### src/sv/ptw_pkg.sv
// ----------------------------------------------------------------------------
// ptw_pkg
// Shared types and constants of the four-level page table walker: field
// widths, operation and status codes, controller states and the command and
// status bundles between controller and datapath.
// ----------------------------------------------------------------------------
`default_nettype none

package ptw_pkg;

    localparam int VA_W      = 48;
    localparam int PA_W      = 52;
    localparam int FLAG_W    = 12;
    localparam int ENTRY_W   = 64;
    localparam int PG_W      = 40;
    localparam int IDX_W     = 9;
    localparam int OFF_W     = 12;
    localparam int KIND_W    = 2;
    localparam int STATUS_W  = 2;
    localparam int S_TDATA_W = 112;
    localparam int M_TDATA_W = 56;

    localparam logic [KIND_W-1:0] KIND_MAP   = 2'd0;
    localparam logic [KIND_W-1:0] KIND_UNMAP = 2'd1;
    localparam logic [KIND_W-1:0] KIND_XLATE = 2'd2;

    localparam logic [STATUS_W-1:0] ST_OK            = 2'd0;
    localparam logic [STATUS_W-1:0] ST_NOT_MAPPED    = 2'd1;
    localparam logic [STATUS_W-1:0] ST_OUT_OF_TABLES = 2'd2;

    localparam logic [OFF_W-1:0] LINK_FLAGS = 12'h007;

    typedef enum logic [2:0] {
        S_CLEAR,
        S_IDLE,
        S_READ,
        S_LATCH,
        S_EVAL,
        S_ZERO,
        S_LINK,
        S_DONE
    } t_state;

    typedef struct packed {
        logic                accept;
        logic                clr_step;
        logic                latch;
        logic                descend;
        logic                alloc;
        logic                zero_step;
        logic                link_wr;
        logic                leaf_wr;
        logic                set_st;
        logic [STATUS_W-1:0] st;
        logic                res_ok;
        logic                load_out;
    } t_cmd;

    typedef struct packed {
        logic [KIND_W-1:0] kind;
        logic              lvl_zero;
        logic              present;
        logic              off_ok;
        logic              tables_left;
        logic              clr_last;
        logic              zero_last;
        logic              out_free;
    } t_stat;

endpackage

`default_nettype wire

### src/sv/ptw_ctrl.sv
// ----------------------------------------------------------------------------
// ptw_ctrl
// Walk controller: sequences the reset clearing pass, up to four table reads,
// table allocation with its clearing sweep, the leaf write and the result.
// ----------------------------------------------------------------------------
`default_nettype none

module ptw_ctrl
    import ptw_pkg::*;
(
    input  wire logic  i_clk,
    input  wire logic  i_rst_n,
    input  wire logic  i_s_valid,
    output logic       o_s_ready,
    input  wire t_stat i_stat,
    output t_cmd       o_cmd
);

    t_state r_state;
    t_state n_state;

    always_ff @(posedge i_clk) begin
        if (!i_rst_n) begin
            r_state <= S_CLEAR;
        end else begin
            r_state <= n_state;
        end
    end

    always_comb begin
        n_state = r_state;
        case (r_state)
            S_CLEAR: begin
                if (i_stat.clr_last) n_state = S_IDLE;
            end
            S_IDLE: begin
                if (i_s_valid) n_state = S_READ;
            end
            S_READ:  n_state = S_LATCH;
            S_LATCH: n_state = S_EVAL;
            S_EVAL: begin
                if (i_stat.lvl_zero) begin
                    n_state = S_DONE;
                end else if (!i_stat.present) begin
                    if (i_stat.kind == KIND_MAP && i_stat.tables_left) begin
                        n_state = S_ZERO;
                    end else begin
                        n_state = S_DONE;
                    end
                end else if (i_stat.off_ok) begin
                    n_state = S_READ;
                end else begin
                    n_state = S_DONE;
                end
            end
            S_ZERO: begin
                if (i_stat.zero_last) n_state = S_LINK;
            end
            S_LINK: n_state = S_READ;
            S_DONE: begin
                if (i_stat.out_free) n_state = S_IDLE;
            end
            default: n_state = S_CLEAR;
        endcase
        if (r_state == S_IDLE && i_s_valid && i_stat.kind != KIND_MAP
            && i_stat.kind != KIND_UNMAP && i_stat.kind != KIND_XLATE) begin
            n_state = S_DONE;
        end
    end

    always_comb begin
        o_cmd     = '0;
        o_cmd.st  = ST_OK;
        o_s_ready = 1'b0;
        case (r_state)
            S_CLEAR: o_cmd.clr_step = 1'b1;
            S_IDLE: begin
                o_s_ready    = 1'b1;
                o_cmd.accept = i_s_valid;
            end
            S_READ:  o_cmd = '0;
            S_LATCH: o_cmd.latch = 1'b1;
            S_EVAL: begin
                o_cmd.set_st = 1'b1;
                if (i_stat.lvl_zero) begin
                    case (i_stat.kind)
                        KIND_MAP: begin
                            o_cmd.leaf_wr = 1'b1;
                            o_cmd.st      = ST_OK;
                        end
                        KIND_UNMAP: begin
                            o_cmd.leaf_wr = 1'b1;
                            o_cmd.st      = i_stat.present ? ST_OK : ST_NOT_MAPPED;
                        end
                        KIND_XLATE: begin
                            o_cmd.res_ok = i_stat.present;
                            o_cmd.st     = i_stat.present ? ST_OK : ST_NOT_MAPPED;
                        end
                        default: o_cmd.st = ST_OK;
                    endcase
                end else if (!i_stat.present) begin
                    if (i_stat.kind == KIND_MAP) begin
                        if (i_stat.tables_left) begin
                            o_cmd.set_st = 1'b0;
                            o_cmd.alloc  = 1'b1;
                        end else begin
                            o_cmd.st = ST_OUT_OF_TABLES;
                        end
                    end else begin
                        o_cmd.st = ST_NOT_MAPPED;
                    end
                end else if (i_stat.off_ok) begin
                    o_cmd.set_st  = 1'b0;
                    o_cmd.descend = 1'b1;
                end else begin
                    o_cmd.st = (i_stat.kind == KIND_MAP) ? ST_OUT_OF_TABLES
                                                         : ST_NOT_MAPPED;
                end
            end
            S_ZERO: o_cmd.zero_step = 1'b1;
            S_LINK: o_cmd.link_wr = 1'b1;
            S_DONE: o_cmd.load_out = i_stat.out_free;
            default: o_cmd = '0;
        endcase
    end

endmodule

`default_nettype wire

### config.mk
export PLATFORM = sky130hd
export DESIGN_NAME = ptw_ctrl
export DESIGN_NICKNAME = d
export VERILOG_FILES = /design/src/sv/ptw_pkg.sv /design/src/sv/ptw_ctrl.sv
export SDC_FILE = /design/constraint.sdc
export NUM_CORES = 1
export LEC_CHECK = 0
export BUFFER_PORTS_ARGS = -buffer_cell sky130_fd_sc_hd__buf_2
export CAP_MARGIN = 10
export CORE_AREA = 2 2 39 41
export DETAILED_ROUTE_END_ITERATION = 16
export DIE_AREA = 0 0 41 43
export MAX_ROUTING_LAYER = met4
export PLACE_DENSITY = 0.62
export SYNTH_ARGS = -nofsm -noshare
export SYNTH_HDL_FRONTEND = slang
export SYNTH_SLANG_ARGS = --single-unit
### constraint.sdc
create_clock -name i_clk -period 2.6 [get_ports i_clk]
set_input_delay 0.26 -clock i_clk [delete_from_list [all_inputs] [get_ports i_clk]]
set_output_delay 0.26 -clock i_clk [all_outputs]
set_load 0.1 [all_outputs]
# Word-level counts from Yosys, hierarchy flattened
# Cells that the tools add are included.
# word_totals
regBits,3
out_inout_bits,14
wordCells,68
# op_classes
n_eq_ne,15
muxes,41
n_reduce_logical,11
# ops
operator,n
$mux 3,9
$pmux 3 s8,1
$mux 1,22
$mux 2,8
$eq 3x3->1 const B,4
$ne 3x3->1 const B,3
$eq 3x2->1 const B,2
$logic_and 1x1->1,5
$mux 5,1
$reduce_and 4->1,1
$reduce_or 2->1,2
$eq 3x1->1 const B,1
$logic_not 3->1,1
$ne 3x2->1 const B,1
$eq 2x1->1 const B,1
$eq 2x2->1 const B,1
$logic_not 2->1,1
$ne 2x1->1 const B,1
$ne 2x2->1 const B,1
$reduce_bool 2->1,1

# Logic depth before layout (Yosys ltp)
# depth
ltp_word,7
ltp_mapped,6

# Least setup slack after synthesis
# No wires, ideal clock.
# synth_path
path_kind,reg-to-output
start,register r_state[1]
end,output o_cmd[3] (netlist bit)
arrival_ns,2.212
path_slack_ns,0.128
path_stages_with_launch,5
n_path_buf,1
cell_sequence,dfxtp_1 buf_2 nor3b_1 nand2b_1 nor2_1
# synth_lines
item,line,source
from (decl),ptw_ctrl.sv:19,t_state r_state;
from (signal assigned),ptw_ctrl.sv:26,r_state <= n_state;
to (decl),ptw_ctrl.sv:16,output t_cmd o_cmd

==> results.tsv <==
metric	value	unit
routed-via-count	552	
r2r_setup_slack	1.13	ns
p_leak	0.0003167	uW
die_area	1763	um2
finClkSkew	0.008652	ns
report.final.setup_viol	0	
routedWlPerCell	11.26	um
io_buffers	25	
relSlewSlack	67.97	%
synthDistinctLibCells	35	
hold_class	input port to flip-flop	
end_kind	primary output	
tightest_slew	0.4794	ns
seq_area	60.06	um2
yosysWarnings	0	
slew_violations	0	
layout-drive-gt1-share	36.36	%
drt_first_pass_iters	5	
syn-num-nets	78	
vdd_drop_max	0.4261	mV
synth_cells	63	
yosysTopAreaCell	dfxtp_1	
n_fill_cell	159	
cts_tree	yes	
power_density	1315	nW/um2
synth_top_family_by_area	simple AND/OR/NAND/NOR gates	
top_usage_layer	met2	
die_x	41	um
synth_top_area_share	13.22	%
start_kind	flip-flop	
cts_buffer_depth	2	
worstReg2RegStart	r_state[0]	
hold_path_depth	2	
min_period	2.216	ns
grtUsageTotal	14.58	%
cts_setup_buffers	0	
outcome	complete, no violations	
reg2reg_depth	5	
finalPower	790.0	uW
avgSynthCellArea	7.209	um2
met1_usage	17.25	%
largest_register_ffs	3	
drc_errors	0	
finalSetupTns	0	ns
cp_data_required_time	2.34	ns
clk_latency	0.24	ns
layout_worst_path_cycle_share	85.23	%
grt_pass1_vias	458	
htreeDepth	1	
clock.fmax	451.3	MHz
grt_start_max_net_pins	18	
cts.sinks	3	
use_met3	1.571	%
num-nets-final	104	
clk_pin_slew	0.04	ns
synth_compound_area_share	17.08	%
r2r_end	r_state[1]	
cts_root_buffer	clkbuf_4	
rsz0062_at_grt	no	
min_to	r_state[2]	
initial_core_util	32.82	%
multi_input_area	354.1	um2
coreArea	1384	um2
synth_mux_area_share	2.204	%
ant_nets	0	
wl	1171	um
top_regs	r_state: 3 flops	
synth_xor_area_share	0	%
syn_area	454.2	um2
synth-seq-area-share	13.22	%
synthAdderAreaFrac	8.264	%
ctsHoldBuffers	0	
rows	14	
drt_iter0_drc	16	
chipHeight	43	um
io-pin-count	26	
ys_ff_latch	3	
antenna_cells	0	
min_from	i_rst_n	
drv_cap	0	
gr-total-overflow	0	
routed_via_density	5.308	
dpl.hpwl	875.9	um
crit_fanout	12	
synth-simple-area-share	50.41	%
gp_congestion	0.7664	
hold_viol_final	0	
cp.arrival	1.96	ns
postCtsResizedCells	0	
cts_buffers	3	
crit_type	flip-flop to primary output	
syn2layout_area_growth	32.23	%
antenna_found_initial	0	
top_register	r_state	
synthTopCellsByArea	dfxtp_1, ha_1, a21oi_1	
gr-usage-met2	22.81	%
grt_pass1_wl	1759	um
==> metal layers <==
layer	part of all wire (%)	routed length, um
met3	9.3	109
met5	0	0
met2	48	566
met4	0	0
met1	42	495
==> cells in the mapped netlist <==
| master | n |
|---|---|
| o21a_1 | 1 |
| and4b_1 | 1 |
| and4_1 | 1 |
| nor3_2 | 1 |
| mux2i_1 | 1 |
| a21boi_0 | 1 |
| and3b_1 | 2 |
| nand2b_1 | 4 |
| nor4_1 | 1 |
| o22ai_1 | 1 |
| buf_2 | 2 |
| nor3b_2 | 1 |
| a211o_1 | 1 |
| and2_1 | 2 |
| and3_1 | 3 |
| nor3_1 | 3 |
| clkbuf_1 | 1 |
| nand3_1 | 1 |
| nand4_1 | 1 |
| o31a_1 | 1 |
| a21oi_1 | 5 |
| nor2_1 | 5 |
| o21ai_0 | 1 |
| inv_1 | 2 |
| dfxtp_1 | 3 |
| nor2_2 | 1 |
| o2bb2ai_1 | 1 |
| ha_1 | 3 |
| buf_4 | 1 |
| nand3b_1 | 1 |
| nor4bb_1 | 1 |
| nor2b_1 | 2 |
| nand2_1 | 5 |
| buf_6 | 1 |
| nor3b_1 | 1 |
==> cells in the final DEF, fill, tap and decap left out, types with 2 or more instances in the layout <==
| cell | netlist | layout |
|---|---|---|
| a21oi_1 | 5 | 5 |
| and2_1 | 2 | 2 |
| and3_1 | 3 | 3 |
| and3b_1 | 2 | 2 |
| buf_2 | 2 | 25 |
| clkbuf_4 | 0 | 3 |
| dfxtp_1 | 3 | 3 |
| ha_1 | 3 | 3 |
| inv_1 | 2 | 2 |
| nand2_1 | 5 | 5 |
| nand2b_1 | 4 | 4 |
| nor2_1 | 5 | 5 |
| nor2b_1 | 2 | 2 |
| nor3_1 | 3 | 3 |
==> worst max-delay path by stage <==
stage | slack, ns | startpoint | depth (start not counted) | to
floorplan | 0.13 | r_state[1] | 4 | o_cmd[3]
global placement | 0.74 | r_state[2] | 4 | o_cmd[3]
detailed placement | 0.65 | r_state[2] | 4 | o_cmd[8]
CTS | 0.40 | r_state[2] | 4 | o_cmd[8]
global route | 0.21 | r_state[2] | 4 | o_cmd[8]
finish | 0.38 | r_state[2] | 4 | o_cmd[8]
==> logic make-up after synthesis <==
group | after synthesis
and+or+nand+nor | 37
AOI/OAI and AO/OA | 12
buffers and inverters | 7
adders and majority gates | 3
DFF | 3
muxes | 1
==> worst max-delay path: stages, from the launching register on <==
cell	delay (ns)
dfxtp_1	0.52
nor3b_1	0.47
nand2b_1	0.16
nor2_1	0.12
buf_2	0.44
==> power by group <==
group          internal, uW  switching (uW)
logic                   142             450
clock network          57.7            27.5
registers              67.1            45.3
==> stage by stage <==
| stage | hold WS, ns | instance area (um2) | util [%] | std cells | worst slack [ns] |
|---|---|---|---|---|---|
| 2_1_floorplan | 0.3769 | 454.2 | - | 63 | 0.1279 |
| 3_3_place_gp | 0.5202 | 574.3 | 41.50 | 100 | 0.7443 |
| 3_5_place_dp | 0.5214 | 574.3 | 41.50 | 100 | 0.6475 |
| 4_1_cts | 0.2756 | 600.6 | 43.40 | 104 | 0.4027 |
| 5_1_grt | 0.2852 | 600.6 | 43.40 | 104 | 0.2122 |
| 6_report | 0.2767 | 600.6 | 43.40 | 104 | 0.3841 |
==> cell type report <==
cell class | instances | area share, %
clock buffers | 4 | 4.375
inverters | 2 | 1.250
flip-flops and latches | 3 | 10.00
multi-input cells | 53 | 58.96
well taps | 16 | 3.333
repair buffers | 26 | 22.08
(Power assumes the default switching activity.)
